### src/rtl/core/sjs_pkg.sv
// Package for the scan jump segmenter: shared constants, register indexes,
// the back-end state type and the CORDIC arctangent table.
// Used by every module under rtl/core.
package sjs_pkg;

  localparam int RANGE_BITS_DEF = 16;
  localparam int ANGLE_BITS_DEF = 16;
  localparam int QUEUE_DEPTH    = 2;

  // CORDIC in Q30 with a 32-bit phase, full turn = 2^32.
  localparam int CORDIC_N   = 16;
  localparam int ITER_BITS  = $clog2(CORDIC_N);
  localparam int CW         = 34;   // width of the CORDIC x and y registers
  localparam int ZW         = 33;   // width of the residual angle register
  localparam logic [31:0] CORDIC_K = 32'h26DD3B6A;

  localparam int JUMP_RESET = 40;

  typedef enum logic [2:0] {
    REG_ANGLE_START    = 3'd0,
    REG_ANGLE_STEP     = 3'd1,
    REG_RANGE_LOW      = 3'd2,
    REG_RANGE_HIGH     = 3'd3,
    REG_JUMP_THRESHOLD = 3'd4
  } cfg_reg_t;

  typedef enum logic [2:0] {
    S_IDLE,
    S_ROT,
    S_MUL,
    S_SCALE,
    S_SQ,
    S_CMP,
    S_OUT
  } back_state_t;

  // Status flags of the queue, read by the front and back ends.
  typedef struct packed {
    logic empty;
    logic full;
  } queue_stat_t;

  function automatic logic [31:0] atan_val(input logic [ITER_BITS-1:0] idx);
    logic [31:0] v;
    case (idx)
      4'd0:    v = 32'h20000000;
      4'd1:    v = 32'h12E4051E;
      4'd2:    v = 32'h09FB385B;
      4'd3:    v = 32'h051111D4;
      4'd4:    v = 32'h028B0D43;
      4'd5:    v = 32'h0145D7E1;
      4'd6:    v = 32'h00A2F61E;
      4'd7:    v = 32'h00517C55;
      4'd8:    v = 32'h0028BE53;
      4'd9:    v = 32'h00145F2F;
      4'd10:   v = 32'h000A2F98;
      4'd11:   v = 32'h000517CC;
      4'd12:   v = 32'h00028BE6;
      4'd13:   v = 32'h000145F3;
      4'd14:   v = 32'h0000A2FA;
      4'd15:   v = 32'h0000517D;
      default: v = 32'h0;
    endcase
    return v;
  endfunction

endpackage

### src/rtl/core/sjs_queue.sv
// Small first-in first-out queue between the front and back ends.
// Uses sjs_pkg for the status struct.
module sjs_queue #(
  parameter int EW    = 34,
  parameter int DEPTH = sjs_pkg::QUEUE_DEPTH
) (
  input  logic                 clk,
  input  logic                 rst_n,
  input  logic                 push,
  input  logic [EW-1:0]        wdata,
  input  logic                 pop,
  output logic [EW-1:0]        rdata,
  output sjs_pkg::queue_stat_t stat
);
  import sjs_pkg::*;

  localparam int IW = (DEPTH > 1) ? $clog2(DEPTH) : 1;
  localparam int CNTW = $clog2(DEPTH + 1);

  logic [EW-1:0]   mem [DEPTH];
  logic [IW-1:0]   wr_ptr_r, rd_ptr_r;
  logic [CNTW-1:0] count_r;
  logic            do_push, do_pop;

  assign stat.empty = (count_r == '0);
  assign stat.full  = (count_r == CNTW'(DEPTH));
  assign do_push    = push && !stat.full;
  assign do_pop     = pop && !stat.empty;
  assign rdata      = mem[rd_ptr_r];

  always_ff @(posedge clk) begin
    if (do_push) begin
      mem[wr_ptr_r] <= wdata;
    end
  end

  always_ff @(posedge clk) begin
    if (!rst_n) begin
      wr_ptr_r <= '0;
      rd_ptr_r <= '0;
      count_r  <= '0;
    end else begin
      if (do_push) begin
        wr_ptr_r <= (wr_ptr_r == IW'(DEPTH - 1)) ? '0 : wr_ptr_r + 1'b1;
      end
      if (do_pop) begin
        rd_ptr_r <= (rd_ptr_r == IW'(DEPTH - 1)) ? '0 : rd_ptr_r + 1'b1;
      end
      case ({do_push, do_pop})
        2'b10:   count_r <= count_r + 1'b1;
        2'b01:   count_r <= count_r - 1'b1;
        default: count_r <= count_r;
      endcase
    end
  end

endmodule

### config.mk
export PLATFORM = sky130hd
export DESIGN_NAME = sjs_queue
export DESIGN_NICKNAME = d
export VERILOG_FILES = /design/src/rtl/core/sjs_pkg.sv /design/src/rtl/core/sjs_queue.sv
export SDC_FILE = /design/constraint.sdc
export NUM_CORES = 1
export LEC_CHECK = 0
export ABC_AREA = 1
export BUFFER_PORTS_ARGS = -buffer_cell sky130_fd_sc_hd__buf_2
export CAP_MARGIN = 20
export CORE_UTILIZATION = 30
export CTS_CLUSTER_DIAMETER = 120
export DETAILED_ROUTE_END_ITERATION = 6
export HOLD_SLACK_MARGIN = 0.15
export PLACE_DENSITY = 0.56
export SETUP_SLACK_MARGIN = 0.02
export SYNTH_ARGS = -nofsm -noshare
export SYNTH_HDL_FRONTEND = slang
export SYNTH_SLANG_ARGS = --single-unit
### constraint.sdc
create_clock -name clk -period 3.33 [get_ports clk]
set_clock_uncertainty 0.1 [all_clocks]
set_input_delay 0.666 -clock clk [delete_from_list [all_inputs] [get_ports clk]]
set_output_delay 0.666 -clock clk [all_outputs]
set_load 0.01 [all_outputs]
==> out/metrics.cfg <==
[worst_setup_path]
rr_endpoint = mem[1][20]
crit_type = reg2out
worstPathCellList = buf_12, mux2_2, buf_2
cp_num_buf_inv = 2
ff2ff_path_depth = 6
reg2reg_slack_ns = 1.35
cp-end-kind = output port
cp_top_family = flip-flops
slowest_stage = dfxtp_2
cp.required_ns = 2.56
cpPeakStageDelay_ns = 0.68
worstPathArrival_ns = 1.81
start_kind = flop
critPathMaxFanout = 19
r2r-start = count_r[1]

[cts]
cts_tree = yes
ctsResizeCount = 0
cts_root_buf = clkbuf_8
hold_buffers = 0
numCtsBuffers = 9
cts_buffer_depth = 2
cts_setup_buffers = 0
clock_sinks = 73
clk_latency_ns = 0.34
htreeDepth = 3
clkTransAtPathRegs_ns = 0.07

[placed_design]
routabilityCongestion = 0.616
io_buffers = 73
dp_hpwl_um = 3040
postPlaceCellArea_um2 = 3360

[grt]
grt_pass1_vias = 1440
use_met2 = 0.158
overflow = 0
met3_usage = 0.0457
grt_busiest_layer = met2
antenna_found_initial = 0
grt_max_degree = 35
grtUsageTotal = 0.100
use_met1 = 0.112
grt_pass1_wl_um = 7000

[route]
wl_um = 4660
post-route-drc-count = 0
drtIter0Drc = 34
wire_per_inst_um = 12.9
num_vias = 1429
via_per_inst = 3.95
dr.pass1.iters = 4
postRouteAntennaNets = 0

[min_path]
hp-class = reg2reg
holdPathStages = 2
whs_endpoint = rd_ptr_r
min_from = rd_ptr_r

[floorplan]
num_io_pins = 74
start_util = 0.309
die_y_um = 99.6
die_x_um = 99.6
num_rows = 35
dieArea_um2 = 9920
core-area_um2 = 9240

[synthesis]
synth_most_common_cell = edfxtp_1
yosysSeqAreaShare = 0.750
synth_area_leader_cell = edfxtp_1
yosysUniqueCellTypes = 16
yosysWarnings = 0
syn_area_per_cell_um2 = 19.6
synth_area_leaders = edfxtp_1 (71%), mux2_4 (16%), dfxtp_1 (3.5%)
syn-cell-area_um2 = 2860
synth_edf_count = 68
synth-async-reset-ratio = 0
synth_top_flop_cell = edfxtp_1
synth_top_area_frac = 0.715
yosys_register_bits = 73
synthCells = 146
syn_nets = 185
yosys-top-cells-count = edfxtp_1 (68), mux2_4 (30), nor2_1 (12)

[pwr]
intPower_mw = 1.71
ir_drop_mv = 0.216
p_clk_frac = 0.275
p_sw_frac = 0.256
p_switching_mw = 0.591
p_total_mw = 2.30
power_frac_seq = 0.509
pwr-share-comb = 0.216
p_leak_nw = 1.40
cellPowerDensity_nw_per_um2 = 653

[timing]
max_slew.worst_pin.slew_ns = 0.578
finalHoldViolations = 0
rsz0062_at_grt = false
slew_violations = 0
slew_headroom = 0.612
fin_crit_ns = 2.57
fin_crit_sh = 0.772
timing.fmax_mhz = 389
setup_viol = 0
fin_setup_tns_ns = 0

[finish]
fin_area_um2 = 3530
num-fill-cells = 882
final_util = 0.382
area_delta_synth_final_pct = 23.6
antennaDiodeCount = 0
seq_area_um2 = 2140
multi_input_area_um2 = 618
nets = 268
drive_gt1_frac = 0.541

[run]
max_cap_violations = 0

[status]
outcome = complete, no violations

-- power groups by stage --
stage / combinational (mW) / clock (mW) / sequential, mW
after floorplan: 0.384 / 0 / 1.17
after global placement: 0.508 / 0 / 1.19
after detailed placement: 0.511 / 0 / 1.20
after CTS: 0.512 / 0.664 / 1.18
after global routing: 0.547 / 0.702 / 1.19
final: 0.498 / 0.634 / 1.17
-- per-stage QoR --
step	instances	hold WS [ns]	worst slack, ns
2_1_floorplan	146	0.352	0.452
3_3_place_gp	347	0.369	1.05
3_5_place_dp	347	0.381	1.02
4_1_cts	362	0.393	0.677
5_1_grt	362	0.382	0.625
6_report	362	0.393	0.759
-- cells by family after synthesis --
family,synth area share
buffers and inverters,0.0368
AO/OA/AOI/OAI,0.00350
AND/OR/NAND/NOR,0.0324
flip-flops,0.750
adder cells (fa/ha/maj),0.00438
multiplexers,0.173
-- layout by cell type (no fill, tap or decap), types with 2 or more instances in the layout --
cell type   n
buf_2      73
edfxtp_1   68
mux2_4     30
nor2_1     11
clkbuf_8    9
nand2_1     8
inv_1       7
mux2_2      4
dfxtp_1     4
clkinv_1    3
clkinv_2    2
buf_4       2
-- flip-flops by register name, summed over array words and instances, names as in the netlist, named ones only --
signal    flops
wr_ptr_r      1
count_r       2
mem          68
rd_ptr_r      1
-- worst max-delay path by stage --
stage                     startpoint         end  slack, ns  cells after the start
after floorplan                 push   mem[0][0]       0.45                      4
after global placement          push  mem[1][23]       1.05                      6
after detailed placement        push  mem[1][23]       1.02                      6
after CTS                       flop   rdata[14]       0.68                      3
after global routing            flop   rdata[14]       0.62                      3
final                           flop   rdata[14]       0.76                      3
-- tightest hold or removal path, stage by stage (launching register included) --
cell     delay (ns)
dfxtp_1        0.33
nor2_1         0.06
nor2_1         0.07
-- cell type report --
| type | count | area share |
|---|---|---|
| Clock buffer | 10 | 0.0361 |
| Tap cell | 129 | 0.0457 |
| Inverter | 9 | 0.00956 |
| Clock inverter | 5 | 0.0135 |
| Sequential cell | 73 | 0.607 |
| Timing Repair Buffer | 76 | 0.113 |
| Multi-Input combinational cell | 60 | 0.175 |
-- layer usage --
| layer | vias to the layer above | part of all wire | routed length [um] |
|---|---|---|---|
| met5 | - | 0 | 0 |
| met4 | 0 | 0.018 | 82 |
| met3 | 8 | 0.059 | 275 |
| met2 | 51 | 0.48 | 2230 |
| met1 | 667 | 0.45 | 2080 |
| li1 | 703 | - | - |
No activity file was read; power rests on OpenSTA's default activity.
