File: src/rtl/core/sjs_pkg.sv
// Package for the scan jump segmenter: shared constants, register indexes,
// the back-end state type and the CORDIC arctangent table.
// Used by every module under rtl/core.
package sjs_pkg;

  localparam int RANGE_BITS_DEF = 16;
  localparam int ANGLE_BITS_DEF = 16;
  localparam int QUEUE_DEPTH    = 2;

  // CORDIC in Q30 with a 32-bit phase, full turn = 2^32.
  localparam int CORDIC_N   = 16;
  localparam int ITER_BITS  = $clog2(CORDIC_N);
  localparam int CW         = 34;   // width of the CORDIC x and y registers
  localparam int ZW         = 33;   // width of the residual angle register
  localparam logic [31:0] CORDIC_K = 32'h26DD3B6A;

  localparam int JUMP_RESET = 40;

  typedef enum logic [2:0] {
    REG_ANGLE_START    = 3'd0,
    REG_ANGLE_STEP     = 3'd1,
    REG_RANGE_LOW      = 3'd2,
    REG_RANGE_HIGH     = 3'd3,
    REG_JUMP_THRESHOLD = 3'd4
  } cfg_reg_t;

  typedef enum logic [2:0] {
    S_IDLE,
    S_ROT,
    S_MUL,
    S_SCALE,
    S_SQ,
    S_CMP,
    S_OUT
  } back_state_t;

  // Status flags of the queue, read by the front and back ends.
  typedef struct packed {
    logic empty;
    logic full;
  } queue_stat_t;

  function automatic logic [31:0] atan_val(input logic [ITER_BITS-1:0] idx);
    logic [31:0] v;
    case (idx)
      4'd0:    v = 32'h20000000;
      4'd1:    v = 32'h12E4051E;
      4'd2:    v = 32'h09FB385B;
      4'd3:    v = 32'h051111D4;
      4'd4:    v = 32'h028B0D43;
      4'd5:    v = 32'h0145D7E1;
      4'd6:    v = 32'h00A2F61E;
      4'd7:    v = 32'h00517C55;
      4'd8:    v = 32'h0028BE53;
      4'd9:    v = 32'h00145F2F;
      4'd10:   v = 32'h000A2F98;
      4'd11:   v = 32'h000517CC;
      4'd12:   v = 32'h00028BE6;
      4'd13:   v = 32'h000145F3;
      4'd14:   v = 32'h0000A2FA;
      4'd15:   v = 32'h0000517D;
      default: v = 32'h0;
    endcase
    return v;
  endfunction

endpackage

File: src/rtl/core/sjs_front.sv
// Front end: configuration registers, sample angle tracking and range
// classification. Pushes kept samples and scan ends into the queue. Uses sjs_pkg.
module sjs_front #(
  parameter int RANGE_BITS = sjs_pkg::RANGE_BITS_DEF,
  parameter int ANGLE_BITS = sjs_pkg::ANGLE_BITS_DEF,
  parameter int CFG_BITS   = (RANGE_BITS > ANGLE_BITS) ? RANGE_BITS : ANGLE_BITS,
  parameter int EW         = RANGE_BITS + ANGLE_BITS + 2
) (
  input  logic                  clk,
  input  logic                  rst_n,
  input  logic                  cfg_we,
  input  logic [2:0]            cfg_index,
  input  logic [CFG_BITS-1:0]   cfg_wdata,
  input  logic                  in_tvalid,
  output logic                  in_tready,
  input  logic [RANGE_BITS-1:0] in_range,
  input  logic                  in_last,
  input  sjs_pkg::queue_stat_t  q_stat,
  output logic                  q_push,
  output logic [EW-1:0]         q_wdata,
  output logic [RANGE_BITS-1:0] jump_threshold
);
  import sjs_pkg::*;

  logic [ANGLE_BITS-1:0] angle_start_r, angle_step_r, cur_angle_r, cur_angle_nxt;
  logic [RANGE_BITS-1:0] range_low_r, range_high_r, jump_r;
  logic                  accept, keep;

  assign in_tready = !q_stat.full;
  assign accept    = in_tvalid && in_tready;
  assign keep      = (in_range >= range_low_r) && (in_range <= range_high_r);
  assign q_push    = accept && (keep || in_last);
  assign q_wdata   = {in_last, keep, cur_angle_r, in_range};
  assign jump_threshold = jump_r;

  always_comb begin
    cur_angle_nxt = cur_angle_r;
    if (cfg_we && cfg_reg_t'(cfg_index) == REG_ANGLE_START) begin
      cur_angle_nxt = cfg_wdata[ANGLE_BITS-1:0];
    end else if (accept) begin
      cur_angle_nxt = in_last ? angle_start_r : cur_angle_r + angle_step_r;
    end
  end

  always_ff @(posedge clk) begin
    if (!rst_n) begin
      angle_start_r <= '0;
      angle_step_r  <= '0;
      range_low_r   <= '0;
      range_high_r  <= '1;
      jump_r        <= RANGE_BITS'(JUMP_RESET);
      cur_angle_r   <= '0;
    end else begin
      cur_angle_r <= cur_angle_nxt;
      if (cfg_we) begin
        case (cfg_reg_t'(cfg_index))
          REG_ANGLE_START:    angle_start_r <= cfg_wdata[ANGLE_BITS-1:0];
          REG_ANGLE_STEP:     angle_step_r  <= cfg_wdata[ANGLE_BITS-1:0];
          REG_RANGE_LOW:      range_low_r   <= cfg_wdata[RANGE_BITS-1:0];
          REG_RANGE_HIGH:     range_high_r  <= cfg_wdata[RANGE_BITS-1:0];
          REG_JUMP_THRESHOLD: jump_r        <= cfg_wdata[RANGE_BITS-1:0];
          default: ;
        endcase
      end
    end
  end

endmodule

File: config.mk
export PLATFORM = sky130hd
export DESIGN_NAME = sjs_front
export DESIGN_NICKNAME = d
export VERILOG_FILES = /design/src/rtl/core/sjs_pkg.sv /design/src/rtl/core/sjs_front.sv
export SDC_FILE = /design/constraint.sdc
export NUM_CORES = 1
export LEC_CHECK = 0
export ABC_AREA = 0
export BUFFER_PORTS_ARGS = -buffer_cell sky130_fd_sc_hd__buf_4
export CORE_ASPECT_RATIO = 0.5
export CORE_MARGIN = 5
export CORE_UTILIZATION = 51
export DETAILED_ROUTE_END_ITERATION = 10
export PLACE_DENSITY_LB_ADDON = 0.1
export SYNTH_ARGS = -nofsm -noshare
export SYNTH_HDL_FRONTEND = slang
export SYNTH_SLANG_ARGS = --single-unit
File: constraint.sdc
create_clock -name clk -period 2 [get_ports clk]
set_input_delay 0.3 -clock clk [delete_from_list [all_inputs] [get_ports clk]]
set_output_delay 0.3 -clock clk [all_outputs]
set_load 0.05 [all_outputs]
==> key figures <==
Final layout
  • Final Core Density: 0.721
  • Fillcell total: between 800 and 900
  • Ant diodes: 0
  • Layout Area Growth over Synthesis: 36.1%
  • Share of cells above drive strength 1: 0.327
  • Most frequent cells in the layout: nand2_1, buf_4, dfxtp_1
  • Finished Layout Cells: 945
  • Fin nets: between 800 and 900
  • Most common cell after layout, fill and taps aside: nand2_1

Yosys
  • EDFF count, synth: 0
  • Sequential element share of the synthesized area: 0.351
  • Syn Inst Count: roughly 690
  • Unique masters post-synth: between 40 and 50
  • Mapped cell area: approximately 0.0055 mm^2
  • Synth Flop Type: dfxtp_1
  • FF+latch count, synth: 96
  • Mean post-synth cell area: 7.97 um^2
  • Synth area leaders: dfxtp_1, nand2_1, ha_1, a21boi_0, o211ai_1
  • Post-Syn Nets: 778
  • Dominant cell type by area after synthesis: dfxtp_1
  • Count of warnings emitted by yosys: 0
  • Synth async-reset ratio: 0
  • Yosys top cell area share: 0.351

CTS
  • Clk pin slew, worst setup/hold paths: ~0.070 ns
  • CTS Buf Count: 9
  • # hold bufs at CTS: 0
  • Clk sink count: 96
  • Skew-Pair Late Insertion Delay: 0.34 ns
  • CTS root buf: clkbuf_16
  • CTS tree: yes
  • Clk buf depth: 2
  • Max H-tree Level: 3

Timing
  • Period utilisation layout: 1.35
  • Fin. Hold Viols: 0
  • RSZ-0062 raised after global routing: yes
  • Setup ws final: -0.696 ns
  • Max-slew violation count: 0
  • Worst slew pin tran: just under 0.7 ns
  • Final Setup Violations: 2
  • Final setup skew: around 0.0052 ns
  • Max-slew headroom: 0.549
  • Peak Freq: around 0.37 GHz
  • Final Critical Period: approximately 2.7 ns

Placed design
  • Placed instance count: about 920
  • Post-detail-place hpwl: about 11 mm
  • Routability cong.: just under 0.9
  • IO buf count: 92

Die
  • Effective utilization at floorplan: 0.530
  • Core area: ~0.010 mm^2
  • I/O pin total: 94
  • Die width: around 160 um
  • Row count: 26
  • Die Span Y: between 80 and 90 um
  • Die area: around 0.013 mm^2

Worst setup path
  • CP Capture Type: output pin
  • R2R depth: 7
  • Req. time, crit path: between 1.5 and 2 ns
  • Worst reg-to-reg setup slack: approximately 0.03 ns
  • Worst setup startpoint: range_low_r[7]
  • Setup crit start kind: flip-flop
  • Worst Setup EP: q_push
  • Critical path fanouts, max: 3
  • Worst r2r dst: cur_angle_r[3]
  • Critical Path AT: around 2.4 ns
  • Critical path type: flip-flop to output pin
  • Reg2reg start: cur_angle_r[0]

Detailed routing
  • Final WL: between 15 and 20 mm
  • Routed vias: just over 5000
  • Drt pass-1 iters: 5
  • WL per Instance: 16.6 um
  • Iter 0 DRT Violations: 263
  • Via density: ~5.4
  • DRC Markers: 0
  • DRT antenna net count: 0

GRT
  • Antenna violations before repair: 0
  • Gr usage total: 0.235
  • Vias in the first global route: 4857
  • First-pass GRT wire length: about 25 mm
  • Total gr overflow: 0
  • Largest net degree at the start of global routing: 48

Pwr
  • Power Density: 646 mW/mm^2
  • Max rail drop VDD: slightly above 0.0004 V
  • Leakage: 3.05 nW

Job
  • Maxcap violations: 0

Min path
  • Hold path depth: 3
  • Worst hold path class: input pin to flip-flop

Status
  • Violated checks: negative setup slack
  • Status: finished with violations
[worst max-delay path, stage by stage, from the launching register on]
cell and delay, ns:
dfxtp_1 0.33, inv_1 0.07, ha_4 0.24, a2111oi_4 0.45, a2111oi_4 0.06, a221o_1 0.37
a2bb2oi_4 0.17, o21a_4 0.20, buf_8 0.14
[metal layers]
| metal | global-route usage | share of wire | up-vias | routed length [um] |
|---|---|---|---|---|
| met3 | 0.0509 | 0.057 | 16 | 891 |
| met4 | 0.0425 | 0.0087 | 0 | 136 |
| met1 | 0.332 | 0.48 | 2372 | 7590 |
| li1 | - | - | 2611 | - |
| met5 | 0 | 0 | - | 0 |
| met2 | 0.372 | 0.45 | 139 | 7090 |
[through the flow]
step / setup WS [ns] / TNS, ns / hold slack, ns / instance area (um^2) / power (mW)
after floorplan: -0.0937 / -0.172 / 0.424 / 5590 / 2.52
after global placement: -0.569 / -1.38 / 0.445 / 6640 / 2.82
after detailed placement: -0.585 / -1.59 / 0.453 / 6640 / 2.83
after CTS: -0.679 / -1.27 / 0.230 / 7270 / 4.81
after global routing: -0.764 / -1.65 / 0.243 / 7460 / 4.99
final: -0.696 / -1.33 / 0.240 / 7460 / 4.82
[registers in the layout (all words and copies together) (netlist names)]
signal          flops
angle_start_r      16
angle_step_r       16
cur_angle_r        16
jump_threshold     16
range_high_r       16
range_low_r        16
[cell families after synthesis]
family / synth area share
xor+xnor: 0.00958
flops: 0.351
buf+inv: 0.0767
simple gates: 0.206
compound gates: 0.243
fa+ha+maj: 0.111
mux: 0.00365
[synth_stat cells, drive strengths merged, types with 3 or more instances]
cell     number
a211oi        3
o21ai        31
dfxtp        96
xor2          4
nor3          4
ha           47
and3         10
nor2b         7
buf          18
o21a          5
a21oi        31
o311ai        3
nor2          9
nand4        11
nand3b        8
inv          38
a221o         3
a221oi        7
a21boi       68
a21o          8
a2111oi       4
clkbuf       38
nand3        15
nand2       170
or2           3
o211ai       21
[cell type report]
| class | count | area (um^2) | share of cell area |
|---|---|---|---|
| clock buffers | 9 | 225 | 0.0302 |
| clock inverters | 7 | 106 | 0.0143 |
| inverters | 38 | 145 | 0.0195 |
| multi-input cells | 498 | 3640 | 0.488 |
| flip-flops and latches | 96 | 1960 | 0.262 |
| well taps | 140 | 175 | 0.0235 |
| repair buffers | 157 | 1210 | 0.162 |
[power breakdown]
group | switching (mW) | internal, mW | leakage (nW)
Combinational | 0.528 | 0.369 | 2.10
Clock | 0.807 | 1.12 | 0.163
Sequential | 0.0355 | 1.96 | 0.786
Total | 1.37 | 3.45 | 3.05
[how the worst min path moves through the flow]
stage / to / start / slack [ns]
after floorplan: jump_threshold[3] / cfg_wdata[3] / 0.42
after global placement: angle_start_r[13] / angle_start_r[13] / 0.45
after detailed placement: angle_start_r[8] / angle_start_r[8] / 0.45
after CTS: jump_threshold[3] / cfg_wdata[3] / 0.23
after global routing: jump_threshold[3] / cfg_wdata[3] / 0.24
final: jump_threshold[3] / cfg_wdata[3] / 0.24
[what timing repair did]
item                       in CTS  in global routing
setup endpoints to repair       6                 10
gates resized for setup        51                 33
buffers inserted                4                  2
pin swaps                      12                 23
Note: power is estimated with default switching activity, not from simulation.
